--- src/rtl/core/asft_pkg.sv ---
// ----------------------------------------------------------------------------
// asft_pkg
// Shared types and constants for the ARP reply spoof filter table.
// ----------------------------------------------------------------------------
package asft_pkg;

    localparam logic [15:0] ARP_ETHERTYPE = 16'h0806;
    localparam logic [15:0] ARP_OP_REPLY  = 16'd2;
    localparam int          MAC_BYTES     = 6;

    localparam int MAC_W = MAC_BYTES * 8;
    localparam int IP_W  = 32;

    // depth of the queue between the front and back parts
    localparam int QUEUE_DEPTH = 2;

    typedef enum logic [2:0] {
        OUT_NOT_CHECKED = 3'd0,
        OUT_LEARNED     = 3'd1,
        OUT_UPDATED     = 3'd2,
        OUT_FULL        = 3'd3,
        OUT_SPOOF       = 3'd4
    } outcome_t;

    typedef struct packed {
        logic             checked;
        logic [MAC_W-1:0] mac;
        logic [IP_W-1:0]  ip;
    } item_t;

    typedef struct packed {
        logic full;
        logic empty;
    } q_stat_t;

    typedef enum logic [1:0] {
        B_IDLE,
        B_SCAN,
        B_DRAIN,
        B_DECIDE
    } back_state_t;

endpackage

--- src/rtl/core/asft_front.sv ---
// ----------------------------------------------------------------------------
// asft_front
// Accepts frame headers and classifies them as ARP replies to be checked.
// ----------------------------------------------------------------------------
module asft_front
    import asft_pkg::*;
(
    input  logic              push,
    input  logic              packet_present,
    input  logic [15:0]       ether_type,
    input  logic [15:0]       arp_opcode,
    input  logic [MAC_W-1:0]  sender_mac,
    input  logic [IP_W-1:0]   sender_ip,
    input  q_stat_t           q_stat,
    output logic              full,
    output logic              q_wr_en,
    output item_t             q_wr_item
);

    assign full    = q_stat.full;
    assign q_wr_en = push & ~q_stat.full;

    always_comb
    begin
        q_wr_item.checked = packet_present && (ether_type == ARP_ETHERTYPE)
                            && (arp_opcode == ARP_OP_REPLY);
        q_wr_item.mac     = sender_mac;
        q_wr_item.ip      = sender_ip;
    end

endmodule

--- config.mk ---
export PLATFORM = sky130hd
export DESIGN_NAME = asft_front
export DESIGN_NICKNAME = d
export VERILOG_FILES = /design/src/rtl/core/asft_pkg.sv /design/src/rtl/core/asft_front.sv
export SDC_FILE = /design/constraint.sdc
export NUM_CORES = 1
export LEC_CHECK = 0
export ABC_AREA = 0
export BUFFER_PORTS_ARGS = -buffer_cell sky130_fd_sc_hd__clkbuf_2
export CAP_MARGIN = 30
export CORE_AREA = 2 2 77 79
export DETAILED_ROUTE_END_ITERATION = 7
export DIE_AREA = 0 0 79 81
export GPL_ROUTABILITY_DRIVEN = 0
export PLACE_DENSITY = 0.58
export SETUP_SLACK_MARGIN = 0.2
export SYNTH_ARGS = -nofsm -noshare
export SYNTH_HDL_FRONTEND = slang
export SYNTH_SLANG_ARGS = --single-unit
--- constraint.sdc ---
create_clock -name vclk -period 1.7
set_input_delay 0.34 -clock vclk [all_inputs]
set_output_delay 0.34 -clock vclk [all_outputs]
set_load 0.02 [all_outputs]
## After elaboration in Yosys (flattened, before gate mapping)

Index checks and enable logic that the tools add are counted.

- Equality and inequality tests: 2
- Bitwise logic cells: 2
- Reductions and logical operators: 2

Operator list:

| operator | number |
|---|---|
| equality test 16 x 12 -> 1 bit (second input constant) | 1 |
| equality test 16 x 2 -> 1 bit (second input constant) | 1 |
| logical AND 1 bit | 2 |
| bitwise AND 1 bit | 1 |
| inverter 1 bit | 1 |

- Bits in registers: 0
- Input bits: 116
- Output and inout port bits: 83
- Word-level logic and storage cells: 6

## Longest topological paths before layout

- Depth in word-level cells: 3
- Mapped depth: 3
- Gate-level depth less buffers: 3

## Worst setup path before layout

OpenSTA, ideal clock, no wires.

- Path kind: input-to-output
- From: in ether_type[9]
- To: out q_wr_item[80] in the netlist's numbering
- Arrival time: 1.067 ns
- Setup slack: 0.293 ns
- Stages on the path: 3
- Path buffers: 0
- Cells stage by stage: nor4b_2 -> nand4_1 -> nor3_2

RTL lines:

| element | line | text |
|---|---|---|
| start, declared | asft_front.sv:10 | `input logic [15:0] ether_type,` |
| end, declared | asft_front.sv:17 | `output item_t q_wr_item` |

==> results.cfg <==
[sta]
tightestPinTransition_ps = 246
finalSetupTns_ps = 0
setup_viol = 0
timing_max_transition_violations_final = 0
layout_min_cycle_time_ps = 1550
relative_max_transition_margin_pct = 83.5
finalCritPeriodShare_pct = 91.2
maxClockFrequency_mhz = 645
grt_setup_unrepaired = yes
finalHoldViolations = 0

[hold_path]
holdCritStartpoint = sender_ip[27]
hold_path.class = input pin to output pin
min_delay_path_depth = 0
whs_endpoint = q_wr_item[27]

[synth]
proportion_of_netlist_area_held_by_the_largest_area_contributor_pct = 82.7
netlist-cell-type-count = 10
synth_simple_gate_area_share_pct = 17.3
post_synth_mux_area_share_pct = 0
yosysMostFrequentCell = sky130_fd_sc_hd__buf_4
postSynthCellCount = 94
synth.yosys.warnings = 0
syn-cell-area_sq_um = 736
share_of_the_yosys_chip_area_belonging_to_registers_pct = 0
synth-compound-area-share_pct = 0
synth_adder_area_share_pct = 0
syn_area_per_cell_sq_um = 7.83
syn-num-nets = 210
yosys-top-cells-count = sky130_fd_sc_hd__buf_4, sky130_fd_sc_hd__nor4b_2, sky130_fd_sc_hd__nand4_1, sky130_fd_sc_hd__nor4_2
cell_taking_the_most_area_after_synthesis = sky130_fd_sc_hd__buf_4
synth_xor_xnor_area_share_pct = 0
main_combinational_cell_family_by_area_after_synthesis = buffers and inverters
synth_top_cells_by_area = sky130_fd_sc_hd__buf_4, sky130_fd_sc_hd__nor4b_2, sky130_fd_sc_hd__nor4_2, sky130_fd_sc_hd__and4bb_2, sky130_fd_sc_hd__nand4_1

[global_routing]
track_usage_pct = 3.29
grt_antenna_before_repair = 0
globalRouteOverflowTotal = 0
grt_max_degree = 3
grt_pass1_vias = 299
first_pass_grt_wire_length_um = 1640

[routing]
vias_per_cell = 2.79
wire_per_inst_um = 10.3
met3_wirelength_um = 280
wl_met1_um = 417
pre_repair_dr_iteration_count = 4
drtIter0Drc = 20
met2RoutedLength_um = 354
vias = 352
drt_wl_total_um = 1300
number_of_antenna_violating_nets_in_the_routed_design = 0
topRoutingLayerUsed = met4
drt_drc_violations_left = 0

[pwr]
seq_power_share_pct = 0
overall_power_w = 0.0000588
comb_power_share_pct = 100.0
cellInternalPower_w = 0.0000370
clkPwrFrac_pct = 0
p_leak_nw = 0.179
vdd_drop_max_mv = 0.0501
switching_share_pct = 37.1
power.density_cell_area_nw_per_um2 = 139
netSwitchingPower_w = 0.0000218

[floorplan]
die_h_um = 81
number_of_ports_placed_on_the_die_boundary = 199
initial_core_util_pct = 13.0
fp-row-count = 28
design.core.area_sq_um = 5680
die_width_um = 79
die-area_sq_um = 6400

[setup_path]
critical-path-top-delay-family = simple AND/OR/NAND/NOR gates
cells_traversed_along_the_worst_timing_path = clkbuf_2 -> nor4_1 -> nand4_1 -> nor3_2 -> clkbuf_4
worst_path_largest_cell_delay_ps = 280
worst-path-buf-inv = 2
crit_path_top_delay_cell = sky130_fd_sc_hd__nor4_1
critPathMaxFanout = 1
setup_crit_start_kind = input pin
criticalPathCategory = input pin to output pin
arrival_ps = 1210
critical_path_required_ps = 1360
critical_path_sink_type = output pin

[outcome]
result_of_the_run = completed

[cells_and_area]
seq_cell_count = 0
synthToLayoutAreaGrowth_pct = -42.5
antenna-diode-count = 0
final_nets = 169
post_route_cells_drive_above_1_share_pct = 88.2
multiInputGateArea_sq_um = 136
num-clock-buffers = 0
num-fill-cells = 683
seq_area_sq_um = 0

[clock_tree]
post_cts_buffers = 0
cts.hold.buffers_added = 0

[job]
max_cap_viol_count = 0

[placement]
io_buffer_count = 38
## per-stage QoR
| stage | area [sq um] | std cells | util, % | hold slack [ps] | setup slack, ps |
|---|---|---|---|---|---|
| 2_1_floorplan | 736 | 94 | - | 758 | 293 |
| 3_3_place_gp | 412 | 126 | 7.25 | 680 | 101 |
| 3_5_place_dp | 412 | 126 | 7.25 | 680 | 84.1 |
| 4_1_cts | 414 | 126 | 7.30 | 680 | 149 |
| 5_1_grt | 423 | 126 | 7.45 | 680 | 44.0 |
| 6_report | 423 | 126 | 7.45 | 680 | 150 |
## power groups by stage
stage	sequential (W)	combinational (W)	clock (W)
2_1_floorplan	0	0.000289	0
3_3_place_gp	0	0.0000562	0
3_5_place_dp	0	0.0000570	0
4_1_cts	0	0.0000572	0
5_1_grt	0	0.0000649	0
6_report	0	0.0000588	0
## area by class of cell
cell class / count / share of cell area [%]
multi-input cells: 13 / 32.2
well taps: 75 / 22.2
repair buffers: 38 / 45.6
## placed cells by master (no fill, tap or decap)
cell	Yosys	layout
sky130_fd_sc_hd__nor2_1	1	1
sky130_fd_sc_hd__nand4_1	2	2
sky130_fd_sc_hd__nor3_2	1	1
sky130_fd_sc_hd__nor4_2	2	1
sky130_fd_sc_hd__nor4b_2	3	3
sky130_fd_sc_hd__nor4_1	1	1
sky130_fd_sc_hd__and4bb_2	1	1
sky130_fd_sc_hd__clkbuf_2	0	37
sky130_fd_sc_hd__or3_1	1	1
sky130_fd_sc_hd__clkbuf_4	0	1
sky130_fd_sc_hd__nor2b_1	1	1
sky130_fd_sc_hd__nor4_4	0	1
## timing repair
| action | 4_1_cts | 5_1_grt |
|---|---|---|
| gates resized for setup | 1 | 1 |
| pin swaps | 3 | 1 |
| setup endpoints to repair | 1 | 1 |
## worst max path at each step
| stage | slack [ps] | end | from | cells after the start |
|---|---|---|---|---|
| 3_5_place_dp | 80 | q_wr_item[80] | ether_type[5] | 5 |
| 2_1_floorplan | 290 | q_wr_item[80] | ether_type[9] | 3 |
| 6_report | 150 | q_wr_item[80] | arp_opcode[4] | 5 |
| 3_3_place_gp | 100 | q_wr_item[80] | ether_type[5] | 5 |
| 4_1_cts | 150 | q_wr_item[80] | ether_type[5] | 5 |
| 5_1_grt | 40 | q_wr_item[80] | ether_type[5] | 5 |
## per-layer routing
layer | global-route usage (%) | vias up
met2 | 1.69 | 42
met1 | 3.71 | 137
met5 | 0 | -
li1 | - | 135
met3 | 2.33 | 38
met4 | 7.59 | 0
## cells by family (layout without fill, tap and decap cells)
family                 count (synthesis)  in the layout
buffers and inverters                 81             38
and+or+nand+nor                       13             13
(Power assumes the default switching activity.)
