[config.mk]
export PLATFORM = sky130hd
export DESIGN_NAME = asft_queue
export DESIGN_NICKNAME = d
export VERILOG_FILES = /design/src/rtl/core/asft_pkg.sv /design/src/rtl/core/asft_queue.sv
export SDC_FILE = /design/constraint.sdc
export NUM_CORES = 1
export LEC_CHECK = 0
export ABC_AREA = 0
export BUFFER_PORTS_ARGS = -buffer_cell sky130_fd_sc_hd__buf_4
export CAP_MARGIN = 30
export CORE_ASPECT_RATIO = 0.75
export CORE_MARGIN = 2
export CORE_UTILIZATION = 30
export CTS_BUF_LIST = sky130_fd_sc_hd__clkbuf_4 sky130_fd_sc_hd__clkbuf_8
export DETAILED_ROUTE_END_ITERATION = 10
export GPL_ROUTABILITY_DRIVEN = 0
export HOLD_SLACK_MARGIN = 0.08
export PLACE_DENSITY = 0.59
export SLEW_MARGIN = 20
export SYNTH_ARGS = -nofsm -noshare
export SYNTH_HDL_FRONTEND = slang
export SYNTH_SLANG_ARGS = --single-unit
[constraint.sdc]
create_clock -name clk -period 4.5 [get_ports clk]
set_input_delay 0.675 -clock clk [delete_from_list [all_inputs] [get_ports clk]]
set_output_delay 0.675 -clock clk [all_outputs]
set_load 0.01 [all_outputs]
[src/rtl/core/asft_pkg.sv]
// ----------------------------------------------------------------------------
// asft_pkg
// Shared types and constants for the ARP reply spoof filter table.
// ----------------------------------------------------------------------------
package asft_pkg;

    localparam logic [15:0] ARP_ETHERTYPE = 16'h0806;
    localparam logic [15:0] ARP_OP_REPLY  = 16'd2;
    localparam int          MAC_BYTES     = 6;

    localparam int MAC_W = MAC_BYTES * 8;
    localparam int IP_W  = 32;

    // depth of the queue between the front and back parts
    localparam int QUEUE_DEPTH = 2;

    typedef enum logic [2:0] {
        OUT_NOT_CHECKED = 3'd0,
        OUT_LEARNED     = 3'd1,
        OUT_UPDATED     = 3'd2,
        OUT_FULL        = 3'd3,
        OUT_SPOOF       = 3'd4
    } outcome_t;

    typedef struct packed {
        logic             checked;
        logic [MAC_W-1:0] mac;
        logic [IP_W-1:0]  ip;
    } item_t;

    typedef struct packed {
        logic full;
        logic empty;
    } q_stat_t;

    typedef enum logic [1:0] {
        B_IDLE,
        B_SCAN,
        B_DRAIN,
        B_DECIDE
    } back_state_t;

endpackage

[src/rtl/core/asft_queue.sv]
// ----------------------------------------------------------------------------
// asft_queue
// Short FIFO of classified items between the front and back parts.
// ----------------------------------------------------------------------------
module asft_queue
    import asft_pkg::*;
(
    input  logic    clk,
    input  logic    rst_n,
    input  logic    wr_en,
    input  item_t   wr_item,
    input  logic    rd_en,
    output item_t   rd_item,
    output q_stat_t q_stat
);

    localparam int PTR_W = (QUEUE_DEPTH > 1) ? $clog2(QUEUE_DEPTH) : 1;
    localparam int CNT_W = $clog2(QUEUE_DEPTH + 1);

    item_t              slot_reg [QUEUE_DEPTH];
    logic [PTR_W-1:0]   wr_ptr_reg, wr_ptr_next;
    logic [PTR_W-1:0]   rd_ptr_reg, rd_ptr_next;
    logic [CNT_W-1:0]   cnt_reg, cnt_next;
    logic               do_wr, do_rd;

    assign q_stat.full  = (cnt_reg == CNT_W'(QUEUE_DEPTH));
    assign q_stat.empty = (cnt_reg == '0);
    assign do_wr        = wr_en & ~q_stat.full;
    assign do_rd        = rd_en & ~q_stat.empty;
    assign rd_item      = slot_reg[rd_ptr_reg];

    always_comb
    begin
        wr_ptr_next = wr_ptr_reg;
        rd_ptr_next = rd_ptr_reg;
        cnt_next    = cnt_reg;
        if (do_wr)
        begin
            wr_ptr_next = (wr_ptr_reg == PTR_W'(QUEUE_DEPTH - 1)) ? '0
                          : wr_ptr_reg + PTR_W'(1);
        end
        if (do_rd)
        begin
            rd_ptr_next = (rd_ptr_reg == PTR_W'(QUEUE_DEPTH - 1)) ? '0
                          : rd_ptr_reg + PTR_W'(1);
        end
        if (do_wr && !do_rd)
        begin
            cnt_next = cnt_reg + CNT_W'(1);
        end
        else if (do_rd && !do_wr)
        begin
            cnt_next = cnt_reg - CNT_W'(1);
        end
    end

    always_ff @(posedge clk or negedge rst_n)
    begin
        if (!rst_n)
        begin
            wr_ptr_reg <= '0;
            rd_ptr_reg <= '0;
            cnt_reg    <= '0;
        end
        else
        begin
            wr_ptr_reg <= wr_ptr_next;
            rd_ptr_reg <= rd_ptr_next;
            cnt_reg    <= cnt_next;
        end
    end

    always_ff @(posedge clk)
    begin
        if (do_wr)
        begin
            slot_reg[wr_ptr_reg] <= wr_item;
        end
    end

endmodule

* After elaboration in Yosys (flattened, before gate mapping)
Memory sizes are Yosys's and may differ from the RTL's.
Index checks and enable logic that the tools add are counted.
** Storage, ports and cells
- Bits in registers :: 4
- Bits in latches :: 0
- Bits in writable memories :: 162
- Memory bits (read-only) :: 0
- Input port bits :: 85
- Output and inout port bits :: 83
- Logic and storage cells :: 25
- Memories kept :: 1
** Memories
- slot_reg :: depth 2, bits a word 81, read ports 1, clocked after memory_dff 0, write ports 1, RTL line asft_queue.sv:20 : item_t slot_reg [QUEUE_DEPTH];
** Operators by class
- Add/subtract/negate cells :: 4
- Multipliers :: 0
- Div/mod/pow operators :: 0
- Order comparisons :: 0
- Equality and inequality tests :: 1
- Shifts and indexed selects :: 0
- Multiplexer cells :: 6
- Bitwise logic cells :: 4
- Reduce and logical (&&, ||, !) cells :: 6
** Operators with widths (count)
- $mux 1 :: 4
- $mux 2 :: 2
- $add 1x1->1 const B :: 2
- $add 2x1->2 const B :: 1
- $and 1x1->1 :: 2
- $eq 2x2->1 const B :: 1
- $logic_and 1x1->1 :: 2
- $logic_not 1->1 :: 2
- $logic_not 2->1 :: 1
- $not 1->1 :: 2
- $reduce_bool 2->1 :: 1
- $sub 2x1->2 const B :: 1

* Logic depth before layout (Yosys ltp)
Gate-level depths: netlist of run 1.
- Depth after elaboration :: 7
- Mapped depth :: 7
- Depth with buffers taken out :: 7

* Worst setup path after synthesis of run 1
Ideal clock, no wire load.
- Path type :: input-to-reg
- Start :: input port wr_en
- End :: memory slot_reg[0][0] in the netlist's numbering, enable pin
- Setup time :: 0.521 ns
- Arrival :: 4.142 ns
- Data required time :: 3.979 ns
- Setup slack :: -0.163 ns
- Stages on the path :: 2
- Path buffers :: 0
- Cell sequence :: nand2_1 -> nor2_1
** On the way
- Word-level cells in the longest chain between the ends :: 3
** Ends and longest elaborated chain
- start, declared :: RTL line asft_queue.sv:10 : input logic wr_en,
- $and 1x1->1 :: RTL line asft_queue.sv:28 : assign do_wr = wr_en & ~q_stat.full;
- $mux 1 :: RTL line asft_queue.sv:75 : if (do_wr)
- $mux 1 (not written as such) :: RTL line asft_queue.sv:77 : slot_reg[wr_ptr_reg] <= wr_item;
- end, declared :: RTL line asft_queue.sv:20
Every way passes these cells.

==> impl_metrics.json, run 1 <==
{
  "netlist_top_cells_count": "edfxtp_1 (162), mux2_4 (79), buf_12 (8)",
  "yosysUniqueCellTypes": 15,
  "synth_top_cell_by_area": "edfxtp_1",
  "worst_slew_pin_slew_ps": 794,
  "cts_made_buffers": 17,
  "ctsLongestPathBuffers": 2,
  "endpoint": "rd_item[58]",
  "fin_ws_ps": 1520,
  "fin_crit_sh_pct": 66.2,
  "intPower_uw": 3640,
  "max_clock_freq_mhz": 336,
  "vias": 3010,
  "p_seq_share_pct": 44.8,
  "die_x_um": 173,
  "path_max_fanout": 43,
  "std_cell_rows": 46,
  "wl_um": 11800,
  "final_antenna_net_count": 0,
  "layout_min_cycle_time_ps": 2980,
  "grt_antenna_before_repair": 0,
  "core_um2": 21100,
  "dp_hpwl_um": 7910,
  "start_util_pct": 30.5,
  "tns_ps": 0,
  "hold_viol": 0,
  "multi_input_area_um2": 1310,
  "fin_nets": 539,
  "syn_avg_cell_area_um2": 23.8,
  "critPathLaunch": "rd_ptr_reg$_DFFE_PN0P_",
  "area_delta_synth_final_pct": 29.9,
  "portBuffers": 167,
  "drc": 0,
  "n_antenna_cell": 0,
  "timing.hold.ws_ps": 410,
  "arrival_ps": 2300,
  "grt_max_degree": 52,
  "viasPerCell": 3.99,
  "drive_gt1_share_pct": 61.4,
  "slew_headroom_pct": 47.0,
  "synthesis.nets": 357,
  "die_area_um2": 22700,
  "cts_resized": 0,
  "rsz0062_at_grt": "false",
  "synthFlopType": "edfxtp_1",
  "power.switching_uw": 1510,
  "rr_startpoint": "cnt_reg[0]$_DFFE_PN0P_",
  "ctsHoldBuffers": 1,
  "ff2ff_path_depth": 5,
  "swShare_pct": 29.3,
  "slew_viol_final": 0,
  "pin_count": 168,
  "largest_reg_flops": 162,
  "cp_slowest_cell": "dfrtp_4",
  "clock_sinks": 166,
  "crit_required_ps": 3830,
  "hold_path.class": "in2reg",
  "path_class": "reg2out",
  "synth_area_leaders": "edfxtp_1 (76%), mux2_4 (18%), buf_12 (2.5%)",
  "reg2reg_to": "slot_reg[0][39]$_DFFE_PP_",
  "gr-total-overflow": 0,
  "drt_iter0_drc": 162,
  "critPathMaxStageDelay_ps": 930,
  "grt_pass1_vias": 3244,
  "ys_async_sr_fraction_pct": 2.41,
  "die_h_um": 131,
  "path_cells": "buf_12 > mux2_2 > buf_4",
  "endpoint_kind": "output port",
  "maxCapViolCount": 0,
  "rrSetupSlack_ps": 2530,
  "firstDrtPassIters": 4,
  "setup_viol": 0,
  "fin_worst_skew_ps": 11.2,
  "grt_usage_pct": 10.4,
  "post_cts_buffers": 0,
  "synth-seq-cells": 166,
  "power_frac_clock_pct": 19.3,
  "grt_pass1_wl_um": 17600,
  "leakagePower_uw": 0.00329,
  "placed_area_um2": 7990,
  "cts_tree": "yes",
  "synth_seq_area_share_pct": 77.1,
  "synth_top_area_share_pct": 75.5,
  "syn_inst": 271,
  "clkSlewWorstSetupHoldPaths_ps": 100,
  "fillers": 1923,
  "yosysMostFrequentCell": "edfxtp_1",
  "synth_edf_count": 162,
  "htreeDepth": 4,
  "combPwrFrac_pct": 35.9,
  "avgRoutedWirePerCell_um": 15.7,
  "cp-start-kind": "register",
  "yosys_warnings": 0,
  "pre_cts_slack_ps": 1920,
  "syn_area_um2": 6440,
  "power-per-cell-area_nw_per_um2": 615,
  "peakVddDrop_mv": 0.298,
  "final-seq-area_um2": 4970,
  "status": "complete, no violations",
  "fin_area_um2": 8370,
  "insertion_delay_ps": 440,
  "cts_root_buffer": "clkbuf_8"
}
## layout make-up
cell class                 instances  area share (%)
inverter                           2          0.0897
timing repair buffer             172            16.1
sequential                       166            59.4
multi-input combinational         94            15.7
clock inverter                    13            1.45
tap                              288            4.31
clock buffer                      19            2.98
## cells by family (layout without fill, tap and decap cells)
family | after synthesis | count (layout) | share of synthesized area [%]
compound gates | 1 | 1 | 0.0776
simple gates | 6 | 6 | 0.427
buf+inv | 11 | 206 | 2.78
fa+ha+maj | 1 | 1 | 0.194
flops | 166 | 166 | 77.1
xor+xnor | 5 | 5 | 0.680
mux | 81 | 81 | 18.8
## worst max-delay path, delay by kind of cell, from the launching register on
family                 cells  cell delay, ps
multiplexers               1             380
buffers and inverters      2             520
flip-flops                 1             930
## power by group through the flow
stage / clock network, µW / registers, µW / logic, µW
after floorplan: 0 / 2240 / 1310
after global placement: 0 / 2330 / 1840
after detailed placement: 0 / 2350 / 1890
after CTS: 1050 / 2310 / 1900
after global routing: 1110 / 2340 / 1980
final: 996 / 2300 / 1850
## cell usage in the layout (no fill, tap or decap)
master,netlist,final
mux2_2,2,2
inv_6,0,4
nor2_4,0,1
inv_1,2,2
xnor2_1,3,3
clkinv_2,0,1
buf_4,0,167
buf_12,8,3
clkinvlp_4,0,4
nand2b_1,1,1
clkbuf_4,0,2
dlygate4sd3_1,0,1
clkinv_4,0,2
clkbuf_8,0,17
xor2_1,2,2
nand2_1,1,1
dfrtp_1,4,3
o21ai_0,1,1
bufinv_16,0,1
dfrtp_4,0,1
clkinv_1,0,1
buf_16,0,1
ha_1,1,1
nor2_1,3,2
edfxtp_1,162,162
mux2_4,79,79
and3_4,0,1
## routing by layer
layer | wire length (µm) | global-route usage [%] | up-vias | share of wire [%]
li1 | - | - | 1429 | -
met1 | 5100 | 12.5 | 1472 | 43
met2 | 5790 | 17.0 | 104 | 49
met3 | 875 | 5.03 | 5 | 7.4
met4 | 80 | 2.99 | 0 | 0.68
met5 | 0 | 0 | - | 0
## stage by stage
step	instances	total power (µW)	utilization, %
after floorplan	271	3550	-
after global placement	719	4180	37.6
after detailed placement	721	4240	37.8
after CTS	754	5260	39.6
after global routing	754	5430	39.6
final	754	5150	39.6
## worst min-delay path by stage
stage | startpoint | to | slack, ps | cells after the start
2_1_floorplan | rst_n | cnt_reg[0]$_DFFE_PN0P_ | 380 | 0
3_3_place_gp | rst_n | cnt_reg[0]$_DFFE_PN0P_ | 480 | 1
3_5_place_dp | rst_n | cnt_reg[1]$_DFFE_PN0P_ | 480 | 1
4_1_cts | wr_item[24] | slot_reg[1][24]$_DFFE_PP_ | 370 | 1
5_1_grt | wr_item[10] | slot_reg[1][10]$_DFFE_PP_ | 350 | 1
6_report | wr_item[45] | slot_reg[1][45]$_DFFE_PP_ | 410 | 1
Power figures use the tool's default switching activity.
==> run 2: changes to the inputs <==
--- a/config.mk
+++ b/config.mk
@@ -15,7 +15,7 @@
 export DETAILED_ROUTE_END_ITERATION = 10
 export GPL_ROUTABILITY_DRIVEN = 0
 export HOLD_SLACK_MARGIN = 0.08
-export PLACE_DENSITY = 0.59
+export PLACE_DENSITY = 0.57
 export SLEW_MARGIN = 20
 export SYNTH_ARGS = -nofsm -noshare
 export SYNTH_HDL_FRONTEND = slang
==> constraint.sdc (replaced) <==
create_clock -name clk -period 3 [get_ports clk]
set_input_delay 0.45 -clock clk [delete_from_list [all_inputs] [get_ports clk]]
set_output_delay 0.45 -clock clk [all_outputs]
set_load 0.01 [all_outputs]
==> impl_metrics.json, run 2 (synthesis results as in run 1) <==
{
  "power-per-cell-area_nw_per_um2": 935,
  "viasPerCell": 4.11,
  "firstDrtPassIters": 4,
  "cts_root_buffer": "clkbuf_8",
  "hold_path.class": "in2reg",
  "slew_viol_final": 0,
  "crit_required_ps": 2550,
  "final_common_cell": "buf_4",
  "grt_pass1_vias": 3351,
  "core_um2": 21100,
  "ctsLongestPathBuffers": 2,
  "max_clock_freq_mhz": 448,
  "critPathMaxStageDelay_ps": 490,
  "path_max_fanout": 41,
  "slew_headroom_pct": 59.9,
  "cts_tree": "yes",
  "vias": 3104,
  "tns_ps": 0,
  "fin_crit_sh_pct": 74.5,
  "cp_slowest_cell": "dfrtp_4",
  "arrival_ps": 1780,
  "portBuffers": 167,
  "worst_slew_pin_slew_ps": 601,
  "peakVddDrop_mv": 0.487,
  "post_cts_buffers": 0,
  "rsz0062_at_grt": "false",
  "clock_sinks": 166,
  "die_h_um": 131,
  "cp-start-kind": "register",
  "final_cell_mix": "buf_4 (170), edfxtp_1 (162), mux2_4 (79), clkbuf_8 (17)",
  "clkSlewWorstSetupHoldPaths_ps": 90,
  "path_cells": "buf_12 > mux2_2 > buf_4",
  "dp_hpwl_um": 7990,
  "drc": 0,
  "status": "complete, no violations",
  "wl_um": 12200,
  "grt_antenna_before_repair": 0,
  "grt_pass1_wl_um": 18500,
  "path_buf_inv": 2,
  "n_antenna_cell": 0,
  "htreeDepth": 4,
  "pin_count": 168,
  "final-seq-area_um2": 4970,
  "drive_gt1_share_pct": 61.3,
  "grt_max_degree": 42,
  "ctsHoldBuffers": 1,
  "setup_viol": 0,
  "multi_input_area_um2": 1310,
  "crit_family": "flip-flops",
  "insertion_delay_ps": 440,
  "endpoint_kind": "output port",
  "die_x_um": 173,
  "final_antenna_net_count": 0,
  "largest_reg_flops": 162,
  "std_cell_rows": 46,
  "fin_nets": 541,
  "timing.hold.ws_ps": 187,
  "path_class": "reg2out",
  "drt_iter0_drc": 132,
  "fillers": 1945,
  "avgRoutedWirePerCell_um": 16.1,
  "leakagePower_uw": 0.00331,
  "finalPower_uw": 7830,
  "gr-total-overflow": 0,
  "grt_usage_pct": 11.0,
  "cts_resized": 0,
  "maxCapViolCount": 0,
  "fin_worst_skew_ps": 12.7,
  "hold_viol": 0,
  "start_util_pct": 30.5,
  "area_delta_synth_final_pct": 30.0,
  "die_area_um2": 22700,
  "cts_made_buffers": 17,
  "layout_min_cycle_time_ps": 2230
}
[run 2: path summary, 6_finish.rpt]
| path | depth (start not counted) | slack [ps] | to | start |
|---|---|---|---|---|
| worst max-delay path | 3 | 770 | rd_item[58] | rd_ptr_reg$_DFFE_PN0P_ |
| worst min-delay path | 1 | 190 | slot_reg[1][50]$_DFFE_PP_ | wr_item[50] |
| worst max register to register | 3 | 1220 | slot_reg[1][78]$_DFFE_PP_ | cnt_reg[0]$_DFFE_PN0P_ |
| min in group asynchronous | 2 | 340 | wr_ptr_reg$_DFFE_PN0P_ | rst_n |
| worst min register to register | 1 | 510 | cnt_reg[1]$_DFFE_PN0P_ | cnt_reg[1]$_DFFE_PN0P_ |
| max in group asynchronous | 2 | 2530 | rd_ptr_reg$_DFFE_PN0P_ | rst_n |
[run 2: area by class of cell]
| type | instances | share of cell area (%) |
|---|---|---|
| clock buffers | 20 | 3.06 |
| inverters | 2 | 0.0896 |
| clock inverters | 12 | 1.49 |
| multi-input cells | 94 | 15.6 |
| flip-flops and latches | 166 | 59.3 |
| repair buffers | 174 | 16.1 |
| well taps | 288 | 4.30 |
[run 2: routing by layer]
metal,GRT usage (%),share of wire [%],up-vias
met2,17.1,46,122
met3,4.43,6.7,10
met1,13.9,46,1539
met5,0,0,-
met4,4.04,1.1,0
li1,-,-,1433
[run 2: power by group]
part           leakage (µW)  internal (µW)  switching [µW]
clock network      0.000197            766             795
registers           0.00155           3170             153
logic               0.00156           1600            1340
[run 2: per-stage QoR]
stage | setup slack [ps] | cells | cell area [µm²] | util [%]
2_1_floorplan | 62.3 | 271 | 6450 | -
4_1_cts | 706 | 756 | 8370 | 39.6
5_1_grt | 670 | 756 | 8370 | 39.6
3_3_place_gp | 1180 | 723 | 7980 | 37.8
6_report | 766 | 756 | 8370 | 39.6
3_5_place_dp | 1150 | 723 | 7980 | 37.8
